[src/sv/aprq_pkg.sv]
package aprq_pkg;

    localparam int CAPACITY = 64;
    localparam int IDX_W    = $clog2(CAPACITY);
    localparam int CNT_W    = $clog2(CAPACITY + 1);
    localparam int OP_W     = 2;
    localparam int ID_W     = 16;
    localparam int RANK_W   = 4;
    localparam int WAIT_W   = 16;
    localparam int ARR_W    = 16;
    localparam int ST_W     = 2;
    localparam int OCC_W    = 7;

    typedef enum logic [OP_W-1:0] {
        OP_INSERT = 2'd0,
        OP_REMOVE = 2'd1,
        OP_TICK   = 2'd2,
        OP_NONE   = 2'd3
    } t_op;

    typedef enum logic [ST_W-1:0] {
        ST_OK    = 2'd0,
        ST_EMPTY = 2'd1,
        ST_FULL  = 2'd2
    } t_status;

    typedef enum logic [2:0] {
        S_IDLE,
        S_SCAN,
        S_MOVE,
        S_TICK,
        S_DONE
    } t_state;

    typedef struct packed {
        logic [ID_W-1:0]   id;
        logic [RANK_W-1:0] rank;
        logic [WAIT_W-1:0] wait_cnt;
        logic [ARR_W-1:0]  arrival;
    } t_entry;

    // controller -> datapath
    typedef struct packed {
        logic load;       // take the input item, store it if it is an insert and the queue is not full
        logic sweep;      // walk slots 0 .. count-1 through the read port
        logic tick_mode;  // sweep ages entries instead of searching
        logic move;       // fill the vacated slot with the last entry
        logic publish;    // load the output register
    } t_cmd;

    // datapath -> controller
    typedef struct packed {
        logic empty;
        logic sweep_done;
        logic out_free;
    } t_stat;

endpackage

[src/sv/aging_priority_queue.sv]
// channel  | handshake           | payload
// ---------+---------------------+-----------------------------------------------
// input    | i_valid / o_ready   | i_operation, i_item_id, i_rank
// output   | o_valid / i_ready   | o_status, o_out_id, o_out_rank,
//          |                     | o_waited_ticks, o_occupancy, o_is_empty
//
// Insert, no-op and empty remove are accepted, then the output register is loaded.
// Remove and tick walk the N stored entries of the entry memory one slot per cycle
// through its single registered read port.
// Reset (synchronous, active low) empties the queue; no clearing pass is run.
// A result waits in the controller while the output register is still held;
// o_ready is high only between items.
module aging_priority_queue
    import aprq_pkg::*;
(
    input  logic                i_clk,
    input  logic                i_rst_n,
    input  logic                i_valid,
    output logic                o_ready,
    input  logic [OP_W-1:0]     i_operation,
    input  logic [ID_W-1:0]     i_item_id,
    input  logic [RANK_W-1:0]   i_rank,
    output logic                o_valid,
    input  logic                i_ready,
    output logic [ST_W-1:0]     o_status,
    output logic [ID_W-1:0]     o_out_id,
    output logic [RANK_W-1:0]   o_out_rank,
    output logic [WAIT_W-1:0]   o_waited_ticks,
    output logic [OCC_W-1:0]    o_occupancy,
    output logic                o_is_empty
);

    t_cmd  cmd;
    t_stat stat;

    aprq_ctrl u_ctrl (
        .i_clk       (i_clk),
        .i_rst_n     (i_rst_n),
        .i_valid     (i_valid),
        .i_operation (i_operation),
        .i_stat      (stat),
        .o_ready     (o_ready),
        .o_cmd       (cmd)
    );

    aprq_dp u_dp (
        .i_clk          (i_clk),
        .i_rst_n        (i_rst_n),
        .i_operation    (i_operation),
        .i_item_id      (i_item_id),
        .i_rank         (i_rank),
        .i_ready        (i_ready),
        .i_cmd          (cmd),
        .o_stat         (stat),
        .o_valid        (o_valid),
        .o_status       (o_status),
        .o_out_id       (o_out_id),
        .o_out_rank     (o_out_rank),
        .o_waited_ticks (o_waited_ticks),
        .o_occupancy    (o_occupancy),
        .o_is_empty     (o_is_empty)
    );

    a_busy_after_accept: assert property (@(posedge i_clk) disable iff (!i_rst_n)
        (i_valid && o_ready) |=> !o_ready)
        else $error("input taken again right after an item");

    a_publish_free: assert property (@(posedge i_clk) disable iff (!i_rst_n)
        cmd.publish |-> (!o_valid || i_ready))
        else $error("result overwrote an item not yet taken");

    a_full_occ: assert property (@(posedge i_clk) disable iff (!i_rst_n)
        (o_valid && (o_status == ST_FULL)) |-> (o_occupancy == OCC_W'(CAPACITY)))
        else $error("full status with room left");

    a_empty_fields: assert property (@(posedge i_clk) disable iff (!i_rst_n)
        (o_valid && (o_status == ST_EMPTY)) |->
            (o_is_empty && (o_out_id == '0) && (o_waited_ticks == '0)))
        else $error("empty remove carries entry data");

endmodule

[src/sv/aprq_ctrl.sv]
module aprq_ctrl
    import aprq_pkg::*;
(
    input  logic                i_clk,
    input  logic                i_rst_n,
    input  logic                i_valid,
    input  logic [OP_W-1:0]     i_operation,
    input  t_stat               i_stat,
    output logic                o_ready,
    output t_cmd                o_cmd
);

    t_state r_state;
    t_state n_state;

    always_ff @(posedge i_clk) begin
        if (!i_rst_n) begin
            r_state <= S_IDLE;
        end else begin
            r_state <= n_state;
        end
    end

    always_comb begin
        n_state = r_state;
        o_cmd   = '0;
        o_ready = 1'b0;
        case (r_state)
            S_IDLE: begin
                o_ready = 1'b1;
                if (i_valid) begin
                    o_cmd.load = 1'b1;
                    case (t_op'(i_operation))
                        OP_REMOVE: n_state = i_stat.empty ? S_DONE : S_SCAN;
                        OP_TICK:   n_state = S_TICK;
                        default:   n_state = S_DONE;
                    endcase
                end
            end
            S_SCAN: begin
                o_cmd.sweep = 1'b1;
                if (i_stat.sweep_done) begin
                    n_state = S_MOVE;
                end
            end
            S_MOVE: begin
                o_cmd.move = 1'b1;
                n_state    = S_DONE;
            end
            S_TICK: begin
                o_cmd.sweep     = 1'b1;
                o_cmd.tick_mode = 1'b1;
                if (i_stat.sweep_done) begin
                    n_state = S_DONE;
                end
            end
            S_DONE: begin
                // hold the result until the output register can take it
                if (i_stat.out_free) begin
                    o_cmd.publish = 1'b1;
                    n_state       = S_IDLE;
                end
            end
            default: n_state = S_IDLE;
        endcase
    end

endmodule

[src/sv/aprq_dp.sv]
module aprq_dp
    import aprq_pkg::*;
(
    input  logic                i_clk,
    input  logic                i_rst_n,
    input  logic [OP_W-1:0]     i_operation,
    input  logic [ID_W-1:0]     i_item_id,
    input  logic [RANK_W-1:0]   i_rank,
    input  logic                i_ready,
    input  t_cmd                i_cmd,
    output t_stat               o_stat,
    output logic                o_valid,
    output logic [ST_W-1:0]     o_status,
    output logic [ID_W-1:0]     o_out_id,
    output logic [RANK_W-1:0]   o_out_rank,
    output logic [WAIT_W-1:0]   o_waited_ticks,
    output logic [OCC_W-1:0]    o_occupancy,
    output logic                o_is_empty
);

    t_entry             r_mem [CAPACITY];
    t_entry             r_rd_data;

    logic [CNT_W-1:0]   r_count;
    logic [ARR_W-1:0]   r_arrival;
    t_op                r_op;
    logic               r_flag;

    logic [CNT_W-1:0]   r_idx;
    logic               r_dv;
    logic [IDX_W-1:0]   r_pidx;

    logic [IDX_W-1:0]   r_best_slot;
    logic [RANK_W-1:0]  r_best_rank;
    logic [ARR_W-1:0]   r_best_age;
    logic [ID_W-1:0]    r_best_id;
    logic [WAIT_W-1:0]  r_best_wait;
    t_entry             r_last;

    logic               r_o_valid;
    t_status            r_o_status;
    logic [ID_W-1:0]    r_o_id;
    logic [RANK_W-1:0]  r_o_rank;
    logic [WAIT_W-1:0]  r_o_wait;
    logic [OCC_W-1:0]   r_o_occ;
    logic               r_o_empty;

    logic               full;
    logic               is_insert;
    logic               do_insert;
    logic               issue;
    logic               scan_eval;
    logic               tick_wb;
    logic [ARR_W-1:0]   age;
    logic               take;
    logic               mem_we;
    logic [IDX_W-1:0]   mem_wa;
    t_entry             mem_wd;
    t_entry             aged;

    assign full      = (r_count == CNT_W'(CAPACITY));
    assign is_insert = (t_op'(i_operation) == OP_INSERT);
    assign do_insert = i_cmd.load && is_insert && !full;
    assign issue     = i_cmd.sweep && (r_idx < r_count);
    assign scan_eval = i_cmd.sweep && !i_cmd.tick_mode && r_dv;
    assign tick_wb   = i_cmd.sweep && i_cmd.tick_mode && r_dv;

    assign age  = r_arrival - r_rd_data.arrival;
    // older entry wins a rank tie; the lower slot wins a full tie
    assign take = (r_pidx == '0) || (r_rd_data.rank < r_best_rank) ||
                  ((r_rd_data.rank == r_best_rank) && (age > r_best_age));

    always_comb begin
        aged = r_rd_data;
        if (r_rd_data.wait_cnt != '1) begin
            aged.wait_cnt = r_rd_data.wait_cnt + WAIT_W'(1);
        end
    end

    always_comb begin
        mem_we = 1'b0;
        mem_wa = r_pidx;
        mem_wd = aged;
        if (do_insert) begin
            mem_we = 1'b1;
            mem_wa = r_count[IDX_W-1:0];
            mem_wd = '{id: i_item_id, rank: i_rank, wait_cnt: '0, arrival: r_arrival};
        end else if (i_cmd.move) begin
            mem_we = 1'b1;
            mem_wa = r_best_slot;
            mem_wd = r_last;
        end else if (tick_wb) begin
            mem_we = 1'b1;
        end
    end

    always_ff @(posedge i_clk) begin
        if (mem_we) begin
            r_mem[mem_wa] <= mem_wd;
        end
        r_rd_data <= r_mem[r_idx[IDX_W-1:0]];
    end

    always_ff @(posedge i_clk) begin
        if (!i_rst_n) begin
            r_count   <= '0;
            r_arrival <= '0;
            r_idx     <= '0;
            r_dv      <= 1'b0;
            r_op      <= OP_NONE;
            r_flag    <= 1'b0;
        end else begin
            r_dv <= issue;
            if (issue) begin
                r_idx <= r_idx + CNT_W'(1);
            end
            if (i_cmd.load) begin
                r_op   <= t_op'(i_operation);
                r_flag <= (is_insert && full) ||
                          ((t_op'(i_operation) == OP_REMOVE) && (r_count == '0));
                r_idx  <= '0;
            end
            if (do_insert) begin
                r_count   <= r_count + CNT_W'(1);
                r_arrival <= r_arrival + ARR_W'(1);
            end
            if (i_cmd.move) begin
                r_count <= r_count - CNT_W'(1);
            end
        end
    end

    always_ff @(posedge i_clk) begin
        r_pidx <= r_idx[IDX_W-1:0];
        if (scan_eval) begin
            if (take) begin
                r_best_slot <= r_pidx;
                r_best_rank <= r_rd_data.rank;
                r_best_age  <= age;
                r_best_id   <= r_rd_data.id;
                r_best_wait <= r_rd_data.wait_cnt;
            end
            if (CNT_W'(r_pidx) == r_count - CNT_W'(1)) begin
                r_last <= r_rd_data;
            end
        end
    end

    always_ff @(posedge i_clk) begin
        if (!i_rst_n) begin
            r_o_valid <= 1'b0;
        end else if (i_cmd.publish) begin
            r_o_valid <= 1'b1;
        end else if (i_ready) begin
            r_o_valid <= 1'b0;
        end
    end

    always_ff @(posedge i_clk) begin
        if (i_cmd.publish) begin
            r_o_status <= ST_OK;
            r_o_id     <= '0;
            r_o_rank   <= '0;
            r_o_wait   <= '0;
            r_o_occ    <= OCC_W'(r_count);
            r_o_empty  <= (r_count == '0);
            case (r_op)
                OP_INSERT: begin
                    if (r_flag) begin
                        r_o_status <= ST_FULL;
                    end
                end
                OP_REMOVE: begin
                    if (r_flag) begin
                        r_o_status <= ST_EMPTY;
                    end else begin
                        r_o_id   <= r_best_id;
                        r_o_rank <= r_best_rank;
                        r_o_wait <= r_best_wait;
                    end
                end
                default: ;
            endcase
        end
    end

    assign o_stat.empty      = (r_count == '0);
    assign o_stat.sweep_done = (r_idx == r_count) && !r_dv;
    assign o_stat.out_free   = !r_o_valid || i_ready;

    assign o_valid        = r_o_valid;
    assign o_status       = r_o_status;
    assign o_out_id       = r_o_id;
    assign o_out_rank     = r_o_rank;
    assign o_waited_ticks = r_o_wait;
    assign o_occupancy    = r_o_occ;
    assign o_is_empty     = r_o_empty;

endmodule
[config.mk]
export PLATFORM = sky130hd
export DESIGN_NAME = aging_priority_queue
export DESIGN_NICKNAME = d
export VERILOG_FILES = /design/src/sv/aprq_pkg.sv /design/src/sv/aging_priority_queue.sv /design/src/sv/aprq_ctrl.sv /design/src/sv/aprq_dp.sv
export SDC_FILE = /design/constraint.sdc
export NUM_CORES = 2
export LEC_CHECK = 0
export BUFFER_PORTS_ARGS = -buffer_cell sky130_fd_sc_hd__buf_2
export CELL_PAD_IN_SITES_DETAIL_PLACEMENT = 1
export CELL_PAD_IN_SITES_GLOBAL_PLACEMENT = 2
export CORE_MARGIN = 8
export CORE_UTILIZATION = 50
export DETAILED_ROUTE_END_ITERATION = 10
export PLACE_DENSITY_LB_ADDON = 0.12
export RECOVER_POWER = 50
export SLEW_MARGIN = 10
export SYNTH_ARGS = -nofsm -noshare
export SYNTH_HDL_FRONTEND = slang
export SYNTH_SLANG_ARGS = --single-unit
export TNS_END_PERCENT = 100
[constraint.sdc]
create_clock -name i_clk -period 8.1 [get_ports i_clk]
set_input_delay 0.81 -clock i_clk [delete_from_list [all_inputs] [get_ports i_clk]]
set_output_delay 0.81 -clock i_clk [all_outputs]
set_load 0.03 [all_outputs]
# [Yosys cells after proc, flatten, opt, wreduce, memory -nomap -nowiden]
# Memories as Yosys holds them, arrays and structs flattened. A register that Yosys moved wholly into a read port is not among the register bits.
# Index checks and enable logic that the tools add are counted.
[totals] reg_bits=200 latchBits=0 ram_bits=3328 romBits=0 inputBits=26 out_inout_bits=48 elab_cells=116 mem_count=1
[memory_table] memory="u_dp.r_mem" depth=64 word_bits=52 rd=1 rd_ports_with_merged_regs=1 wr=1 line_no="aprq_dp.sv:21" rtl="t_entry r_mem [CAPACITY];"
[classes] addsub=6 mul=0 div_mod_pow=0 n_lt_le_gt_ge=3 eq_ne=16 n_shift=0 mux=32 bitwise=2 n_reduce_logical=32
[ops] cell="52-bit two-way mux" count=2
[ops] cell="16-bit by 1-bit adder with 16-bit output, second input constant" count=2
[ops] cell="16-bit > comparator" count=1
[ops] cell="1-bit two-way mux" count=16
[ops] cell="16-bit two-way mux" count=1
[ops] cell="16-bit inequality test, second input constant" count=1
[ops] cell="16-bit subtractor" count=1
[ops] cell="3-bit two-way mux" count=5
[ops] cell="3-bit one-hot mux with 5 select lines" count=1
[ops] cell="7-bit by 1-bit adder with 7-bit output, second input constant" count=2
[ops] cell="7-bit two-way mux" count=2
[ops] cell="6-bit two-way mux" count=2
[ops] cell="1-bit logical AND" count=11
[ops] cell="2-bit inequality test, second input constant" count=4
[ops] cell="6-bit by 7-bit == test with 1-bit output" count=1
[ops] cell="7-bit == test" count=1
[ops] cell="7-bit == test, second input constant" count=1
[ops] cell="7-bit logical NOT" count=1
[ops] cell="7-bit < comparator" count=1
[ops] cell="7-bit by 1-bit subtractor with 7-bit output, second input constant" count=1
[ops] cell="3-bit by 2-bit == test with 1-bit output, second input constant" count=2
[ops] cell="6-bit logical NOT" count=1
[ops] cell="3-bit one-hot mux with 2 select lines" count=1
[ops] cell="2-bit OR reduction" count=3
[ops] cell="16 further kinds" count=27

# [Depth between registers and ports, before layout]
[logic_depth] word_depth=10 mapped_depth=16 depth_no_buf=16

# [Cells and area by module]
# From an unflattened synthesis, not the netlist that was laid out.
[unflattened] hier_cells=6315 area_unflattened_um2=137150.3
[by_module_without_submodules] mod="aprq_dp" instances=1 cells_per_inst=6282 area_per_inst_um2=136886.3 seq_area_each_um2=106482.1
[by_module_without_submodules] mod="aprq_ctrl" instances=1 cells_per_inst=33 area_per_inst_um2=264.0 seq_area_each_um2=60.1

# [Least setup slack after synthesis]
# Ideal clock, no wire load.
[synth_timing] kind="reg-to-reg" from="register u_dp.r_count[0]" to="memory u_dp.r_mem[48][0] (netlist name), enable pin" setup_time_ns=0.526 arrival_ns=5.761 required_time_ns=7.574 path_slack_ns=1.813 stages_incl_launch_ff=10 path_buffers=2 period_less_slack_ns=6.287 cell_sequence="dfxtp_1 -> clkbuf_1 -> inv_1 -> ha_1 -> or3b_4 -> o311a_1 -> buf_2 -> o31ai_1 -> nand2_1 -> nor3_1"
[synth_via] elab_chain_cells=6 word_cells_on_any_way=7 cone_classes="eq/ne: 1; mux: 4; reduce/logical: 2"
[synth_rtl] element="start: declaration" line_no="aprq_dp.sv:24" rtl="logic [CNT_W-1:0] r_count;"
[synth_rtl] element="start signal: assignment" line_no="aprq_dp.sv:124" rtl="r_count <= r_count + CNT_W'(1);"
[synth_rtl] element="start signal: assignment" line_no="aprq_dp.sv:128" rtl="r_count <= r_count - CNT_W'(1);"
[synth_rtl] element="7-bit == test" line_no="aprq_dp.sv:61" rtl="assign full = (r_count == CNT_W'(CAPACITY));"
[synth_rtl] element="1-bit logical NOT" line_no="aprq_dp.sv:63" rtl="assign do_insert = i_cmd.load && is_insert && !full;"
[synth_rtl] element="1-bit logical AND" line_no="aprq_dp.sv:63"
[synth_rtl] element="1-bit two-way mux" line_no="aprq_dp.sv:84" rtl="if (do_insert) begin"
[synth_rtl] element="1-bit two-way mux" line_no="aprq_dp.sv:98" rtl="if (mem_we) begin"
[synth_rtl] element="1-bit two-way mux (implied by the code)" line_no="aprq_dp.sv:99" rtl="r_mem[mem_wa] <= mem_wd;"
[synth_rtl] element="end: declaration" line_no="aprq_dp.sv:21"
# Several ways; a longest one is shown, not always the timed one.

==> impl_metrics.py <==
metrics = {
    "synthesis": {
        "syn_nets": 6330,
        "synth_area_leaders": "edfxtp_1, mux4_2, mux2i_1, dfxtp_1, nand2_1",
        "yosysMostFrequentCell": "edfxtp_1",
        "postSynthAreaPerCell_um2": 22.0,
        "synthFlopType": "edfxtp_1",
        "synth_cells": 6252,
        "ys_ff_latch": 3580,
        "synth-edff-count": 3484,
        "synth_sequential_area_ratio": 0.775,
        "synth.top_cell.area_share": 0.761,
        "syn-cell-area_um2": 138000,
        "yosys-top-cells-count": "edfxtp_1, mux4_2, mux2i_1, nand2_1, nor2_1",
        "synthArstFlopShare": 0,
        "synth_top_area_cell": "edfxtp_1",
        "yosys.cell_types.count": 78,
        "synth_warnings": 0,
    },
    "cts": {
        "tritoncts": "done",
        "cts_buffer_depth": 4,
        "cts_num_sinks": 3580,
        "post_cts_buffers": 0,
        "hold_buffers": 0,
        "cts_repair_resize_count": 0,
        "clockRootBuffer": "clkbuf_16",
        "numCtsBuffers": 372,
        "htree_levels": 5,
        "clkTransAtPathRegs_ps": 60,
        "clock_latency_ps": 940,
    },
    "floorplan": {
        "start_util": 0.503,
        "die-area_um2": 292000,
        "dieHeight_um": 540,
        "core_area_um2": 274000,
        "rows": 192,
        "ios": 74,
        "die_x_um": 540,
    },
    "critical_path": {
        "critPathKind": "flip-flop to flip-flop",
        "cp_slowest_cell": "clkbuf_1",
        "critical-path-max-stage-delay_ps": 2530,
        "critPathLaunchType": "flip-flop",
        "cp_cell_sequence": "inv_1, ha_1, or3b_1, o311ai_0, clkbuf_1, nor2_1, a31oi_4, clkbuf_1",
        "worstSetupEndpointType": "flip-flop",
        "crit_arrival_ps": 6800,
        "rr_startpoint": "u_dp.r_count[0]",
        "worst-path-max-fanout": 64,
        "crit_top_cell": "clkbuf_1",
        "cp-startpoint": "u_dp.r_count[0]",
        "worstPathRequired_ps": 8300,
    },
    "timing": {
        "clock.fmax_mhz": 151,
        "final-hold-violation-count": 0,
        "rsz0062_at_grt": "no",
        "worst_hold_slack_ps": 229,
        "skew_ps": 38.4,
        "setup_viol": 0,
        "fin_setup_tns_ps": 0,
        "slew_violations": 2107,
        "post-route-period-util": 0.816,
        "tightest_slew_ps": 3960,
        "min_period_ps": 6610,
        "max_slew_margin": -1.64,
    },
    "grt": {
        "track_usage": 0.274,
        "grt_pass1_vias": 70400,
        "grt_max_degree": 99,
        "grt_pass1_wl_mm": 565,
        "antenna_found_initial": 41,
        "overflow": 0,
    },
    "pwr": {
        "power_density_nw_per_um2": 253,
        "p_leak_uw": 0.0472,
        "ir_drop_uv": 198,
    },
    "final_layout": {
        "syn_to_final_growth_pct": 13.2,
        "final_nets": 6696,
        "layout-drive-gt1-share": 0.257,
    },
    "hold_path": {
        "hold_path_startpoint": "i_ready",
        "min_path_type": "input port to flip-flop",
    },
    "place": {
        "io_buffers": 73,
        "dp_hpwl_mm": 238,
        "gp_congestion": 0.812,
    },
    "drt": {
        "drtIter0Drc": 8877,
        "vias": 68400,
        "ant_nets": 0,
        "wl_mm": 407,
        "drc_errors": 0,
        "wire_per_inst_um": 38.7,
        "vias_per_cell": 6.50,
        "firstDrtPassIters": 6,
    },
    "status": {
        "violations": "capacitance limit, slew limit",
        "status": "complete, but fails checks",
    },
    "run": {
        "max-cap-violations": 40,
    },
}
through the flow:
step	utilization	std cells	worst slack [ps]	instance area, µm²	power, µW
floorplan	-	6252	1810	138000	22100
global placement	0.527	9830	2770	144000	22900
detailed placement	0.527	9831	2700	144000	22900
CTS	0.570	10500	2660	156000	39700
global route	0.569	10500	1190	156000	40400
finish	0.569	10500	1490	156000	39500
routing by layer:
layer / part of all wire / global-route usage / vias to the layer above
li1: - / - / 27100
met1: 0.41 / 0.391 / 37500
met2: 0.48 / 0.442 / 3313
met3: 0.087 / 0.0542 / 513
met4: 0.027 / 0.0680 / 10
met5: 0.00015 / 0 / -
worst max-delay path, delay by kind of cell (launching register included):
kind | cells | cell delay, ps
DFF | 1 | 480
adders and majority gates | 1 | 180
and+or+nand+nor | 2 | 610
AOI/OAI and AO/OA | 2 | 830
buffers and inverters | 3 | 3660
path summary, 6_finish.rpt:
check	to	slack (ps)	depth (start not counted)
worst max-delay path	u_dp.r_mem[62][0]	1490	8
worst max register to register	u_dp.r_mem[62][0]	1490	8
worst min register to register	u_dp.r_last[37]	460	0
worst min-delay path	u_dp.o_valid	230	3
logic make-up (layout without fill, tap and decap cells):
kind of cell | Yosys count | in the layout | share of synthesized area
flops | 3580 | 3580 | 0.775
fa+ha+maj | 52 | 52 | 0.00479
xor+xnor | 49 | 49 | 0.00312
mux | 1097 | 1097 | 0.159
simple gates | 622 | 622 | 0.0208
other cells | 0 | 4 | 0
compound gates | 461 | 461 | 0.0241
buf+inv | 391 | 1064 | 0.0131
state kept, by name (all words and copies together), names as in the netlist, 16 cells and up:
register and count:
u_dp.r_best_id 16, u_dp.r_mem 3328, u_dp.r_rd_data 16, u_dp.o_out_id 16, u_dp.aged 36, u_dp.o_waited_ticks 16, u_dp.r_best_age 16, u_dp.r_last 52
u_dp.r_best_wait 16, u_dp.r_arrival 16
cells in the final DEF, fill, tap and decap left out, types with 51 or more instances in the layout:
cell type,synthesis,routed
nand2_1,210,210
edfxtp_1,3484,3484
clkinv_1,0,89
nor2_1,196,133
o22ai_1,80,79
mux4_2,874,874
buf_4,13,194
a2111oi_0,74,68
mux2i_1,215,215
clkinv_2,0,70
ha_1,51,51
inv_1,58,57
dfxtp_1,96,96
clkbuf_1,169,148
a21oi_1,80,73
clkbuf_16,0,377
nor2_4,0,62
where the power goes:
| group | internal (µW) | total [µW] | switching, µW |
|---|---|---|---|
| registers | 20900 | 21000 | 67.4 |
| clock network | 9710 | 16900 | 7190 |
| logic | 279 | 1550 | 1270 |
| total | 30900 | 39500 | 8530 |
layout make-up:
class	instances	area (µm²)
diodes	4	10.0
clock buffers	450	9760
clock inverters	231	2140
fillers	22800	118000
inverters	59	234
multi-input cells	2281	30300
flip-flops and latches	3580	107000
well taps	3589	4490
repair buffers	324	2250
Note: power is estimated with default switching activity, not from simulation.
